### src/design/dlfb_pkg.sv
// Shared types and constants of the dense layer forward/backward core.
package dlfb_pkg;

  localparam int MAX_IN_DEF    = 64;
  localparam int MAX_OUT_DEF   = 64;
  localparam int MAX_BATCH_DEF = 16;

  localparam int DATA_W    = 16;
  localparam int ACC_W     = 40;
  localparam int SUM_W     = 41;
  localparam int IDX_W     = 6;
  localparam int CNT_W     = 7;
  localparam int KIND_W    = 3;
  localparam int RKIND_W   = 2;
  localparam int RES_LIMIT = 64;
  localparam int CFG_IDX_W = 2;

  typedef enum logic [KIND_W-1:0] {
    K_LOAD_W  = 3'd0,
    K_LOAD_B  = 3'd1,
    K_ACT     = 3'd2,
    K_OGRAD   = 3'd3,
    K_READ_GW = 3'd4,
    K_READ_GB = 3'd5
  } in_kind_t;

  typedef enum logic [RKIND_W-1:0] {
    R_FWD   = 2'd0,
    R_IGRAD = 2'd1,
    R_WGRAD = 2'd2,
    R_BGRAD = 2'd3
  } res_kind_t;

  localparam logic [CFG_IDX_W-1:0] CFG_NIN  = 2'd0;
  localparam logic [CFG_IDX_W-1:0] CFG_NOUT = 2'd1;
  localparam logic [CFG_IDX_W-1:0] CFG_BIAS = 2'd2;

  typedef struct packed {
    logic                    valid;
    res_kind_t               kind;
    logic [IDX_W-1:0]        index;
    logic signed [SUM_W-1:0] acc;
    logic                    last;
  } emit_req_t;

endpackage

### src/design/dlfb_emit.sv
// Result rounding, saturation and output word register.
module dlfb_emit (
  input  logic                          clk,
  input  logic                          rst,
  input  dlfb_pkg::emit_req_t           req,
  output logic                          ready,
  output logic                          m_tvalid,
  input  logic                          m_tready,
  output logic [23:0]                   m_tdata,  // index[5:0], value[21:6], saturated[22]
  output logic [dlfb_pkg::RKIND_W-1:0]  m_tuser,  // result_kind[1:0]
  output logic                          m_tlast
);
  import dlfb_pkg::*;

  logic signed [SUM_W:0]    t;
  logic signed [SUM_W:0]    q;
  logic signed [DATA_W-1:0] val;
  logic                     sat;

  always_comb begin
    t   = (SUM_W+1)'(req.acc) + 42'sd2048;
    q   = t >>> 12;
    sat = 1'b0;
    val = q[DATA_W-1:0];
    if (q > 42'sd32767) begin
      val = 16'sh7fff;
      sat = 1'b1;
    end else if (q < -42'sd32768) begin
      val = 16'sh8000;
      sat = 1'b1;
    end
  end

  assign ready = !m_tvalid || m_tready;

  always_ff @(posedge clk) begin
    if (rst) begin
      m_tvalid <= 1'b0;
    end else if (ready) begin
      m_tvalid <= req.valid;
    end
  end

  always_ff @(posedge clk) begin
    if (ready && req.valid) begin
      m_tdata <= {1'b0, sat, val, req.index};
      m_tuser <= req.kind;
      m_tlast <= req.last;
    end
  end

endmodule

### config.mk
export PLATFORM = sky130hd
export DESIGN_NAME = dlfb_emit
export DESIGN_NICKNAME = d
export VERILOG_FILES = /design/src/design/dlfb_pkg.sv /design/src/design/dlfb_emit.sv
export SDC_FILE = /design/constraint.sdc
export NUM_CORES = 1
export LEC_CHECK = 0
export BUFFER_PORTS_ARGS = -buffer_cell sky130_fd_sc_hd__clkbuf_2
export CAP_MARGIN = 5
export CORE_ASPECT_RATIO = 1.5
export CORE_MARGIN = 1
export CORE_UTILIZATION = 51
export CTS_CLUSTER_SIZE = 25
export DETAILED_ROUTE_END_ITERATION = 10
export PLACE_DENSITY = 0.86
export SYNTH_ARGS = -nofsm -noshare
export SYNTH_HDL_FRONTEND = slang
export SYNTH_SLANG_ARGS = --single-unit
### constraint.sdc
create_clock -name clk -period 4.36 [get_ports clk]
set_clock_uncertainty 0.1 [all_clocks]
set_input_delay 0.218 -clock clk [delete_from_list [all_inputs] [get_ports clk]]
set_output_delay 0.218 -clock clk [all_outputs]
set_load 0.005 [all_outputs]
==> results.py <==
metrics = {
    "drt": {
        "antenna_left": 0,
        "vias_per_cell": 5.682,
        "finalWirelength_um": 4179,
        "drcViolationCount": 0,
        "first_pass_iters": 4,
        "vias": 1625,
        "first_iter_violations": 40,
        "wl_per_cell_um": 14.61,
    },
    "grt": {
        "grt_pass1_wl_um": 7065,
        "grt_max_degree": 27,
        "overflow": 0,
        "grt_usage_pct": 23.31,
        "grt_pass1_vias": 1616,
        "antenna_found_initial": 0,
    },
    "worst_setup_path": {
        "crit_path_frequent_cell": "nand3_1",
        "required_ns": 4.29,
        "crit_arrival_ns": 2.52,
        "critPathSlowestCell": "nor2_2",
        "crit_path_max_incr_delay_ns": 0.46,
        "worst-path-max-fanout": 16,
        "startpoint": "req[12]",
        "rrSetupSlack_ns": 2.58,
        "crit_chain": "clkbuf_2 -> ha_1 -> nand3_1 -> nor2_2 -> nand3_1 -> a211o_1 -> o2bb2ai_2 -> o41ai_4 -> buf_4 -> o21ai_0",
        "r2r_start": "m_tvalid",
        "cp-end-kind": "flop",
        "crit_type": "primary input to flop",
        "startpoint_type": "primary input",
    },
    "clock_network": {
        "cts.sinks": 27,
        "root_buffer": "clkbuf_8",
        "cts_buffers": 3,
        "ctsResizeCount": 0,
        "cts_htree_levels": 1,
        "cts_tree": "done",
        "holdBufCountCts": 1,
        "postCtsSetupBuffers": 0,
        "clk_latency_ns": 0.28,
        "clk_path_buf_depth": 2,
        "clk_pin_slew_ns": 0.10,
    },
    "synth": {
        "synth_warnings": 0,
        "synth_flop_cell": "edfxtp_1",
        "ys_seq_elements": 27,
        "yosysTopAreaCell": "edfxtp_1",
        "yosys-top-cells-area": "edfxtp_1 42%, xnor2_1 5.6%, o21ai_2 5.2%",
        "postSynthCellCount": 170,
        "netlist_area_mm2": 0.001861,
        "synthMostInstantiatedCell": "edfxtp_1",
        "synth_edf_count": 26,
        "synth_common_cells": "26 x edfxtp_1, 12 x xnor2_1, 11 x o21ai_2",
        "synthDistinctLibCells": 50,
        "synth_top_area_share_pct": 41.96,
        "yosysSeqAreaShare_pct": 43.04,
        "synthArstFlopShare_pct": 0,
        "syn_nets": 225,
        "syn_area_per_cell_um2": 10.94,
    },
    "placed_design": {
        "gp_congestion": 0.8728,
        "hpwl_um": 3341,
        "portBuffers": 70,
    },
    "timing": {
        "timing.final.hold_violations": 0,
        "relSlewSlack_pct": 26.80,
        "period_share_pct": 59.60,
        "drv_slew": 0,
        "tns_ns": 0,
        "setup_viol": 0,
        "post-route-min-period_ns": 2.598,
        "worstMarginPinSlew_ns": 1.098,
        "max_freq_ghz": 0.3849,
        "grt_setup_unrepaired": "no",
    },
    "die": {
        "die_h_um": 75.98,
        "start_util_pct": 53.95,
        "fp.coreArea_mm2": 0.003448,
        "fp-row-count": 26,
        "dieArea_mm2": 0.003899,
        "io_pins": 83,
        "chipWidth_um": 51.32,
    },
    "pwr": {
        "leakagePower_nw": 0.9247,
        "powerDensity_mw_per_mm2": 246.5,
        "power.total_mw": 0.5702,
        "peakVddDrop_uv": 202.9,
    },
    "final_layout": {
        "diodes": 0,
        "drive_gt1_share_pct": 43.85,
        "syn_to_final_growth_pct": 24.34,
        "nets": 300,
        "postLayoutCoreUtil_pct": 67.09,
    },
    "worst_hold_path": {
        "hp-class": "primary input to flop",
        "holdCritStartpoint": "req[49]",
    },
    "job": {
        "maxCapViolations": 0,
    },
    "outcome": {
        "outcome": "finished clean",
    },
}
## routing by layer
layer / vias to the layer above / routed length, µm / part of all wire [%] / GRT usage [%]
met5: - / 0 / 0 / 0
met4: 0 / 115 / 2.8 / 9.730
met3: 11 / 164 / 3.9 / 1.397
met2: 58 / 2279 / 55 / 42.76
met1: 750 / 1620 / 39 / 26.87
li1: 806 / - / - / -
## path summary, 6_finish.rpt
check,endpoint,cells after the start
hold / removal,m_tuser[1],1
hold reg to reg,m_tvalid,2
setup / recovery,m_tdata[7],10
setup reg to reg,m_tdata[17],2
## sequential cells by signal, summed over array words and instances (netlist names)
name and count:
m_tuser 2, m_tlast 1, m_tvalid 1, m_tdata 23
## cells in the final DEF, fill, tap and decap left out, types with 8 or more instances in the layout
cell type / n
nor2_1: 8
o21ai_2: 11
nand3_1: 8
nand4_1: 10
clkbuf_2: 70
xor2_1: 10
edfxtp_1: 26
xnor2_1: 12
## per-stage QoR
step / hold WS, ns / setup slack (ns) / std cells / instance area, µm²
5_1_grt: 0.001402 / 1.523 / 286 / 2313
2_1_floorplan: 0.1871 / 1.939 / 170 / 1861
3_3_place_gp: 0.2753 / 1.509 / 280 / 2243
6_report: 0.008816 / 1.762 / 286 / 2313
3_5_place_dp: 0.2776 / 1.471 / 280 / 2243
4_1_cts: 0.005099 / 1.761 / 285 / 2303
## worst max-delay path, delay by kind of cell
family	cells	cell delay (ns)
fa+ha+maj	1	0.20
buf+inv	2	0.41
compound gates	4	0.77
simple gates	3	0.93
## cells by family (layout without fill, tap and decap cells)
family / Yosys count / after routing / share of synthesized area (%)
and+or+nand+nor: 71 / 71 / 26.16
DFF: 27 / 27 / 43.04
xor gates and xnor gates: 22 / 22 / 10.36
adders and majority gates: 1 / 1 / 0.6724
buffers and inverters: 10 / 84 / 3.093
AOI/OAI and AO/OA: 38 / 38 / 16.48
other: 1 / 1 / 0.2016
## power breakdown
| group | total (mW) | switching, mW | leakage, nW | internal [mW] |
|---|---|---|---|---|
| clock network | 0.148 | 0.0805 | 0.0261 | 0.0671 |
| logic | 0.115 | 0.0660 | 0.642 | 0.0487 |
| registers | 0.308 | 0.00411 | 0.257 | 0.304 |
## area by class of cell
cell class                      count  area [µm²]
Clock buffer                        3       41.29
Clock inverter                      1       8.758
Fill cell                         293        1135
Inverter                            6       22.52
Multi-Input combinational cell    133        1002
Sequential cell                    27       800.8
Tap cell                           42       52.55
Timing Repair Buffer               74       385.4
Power figures use the tool's default switching activity.
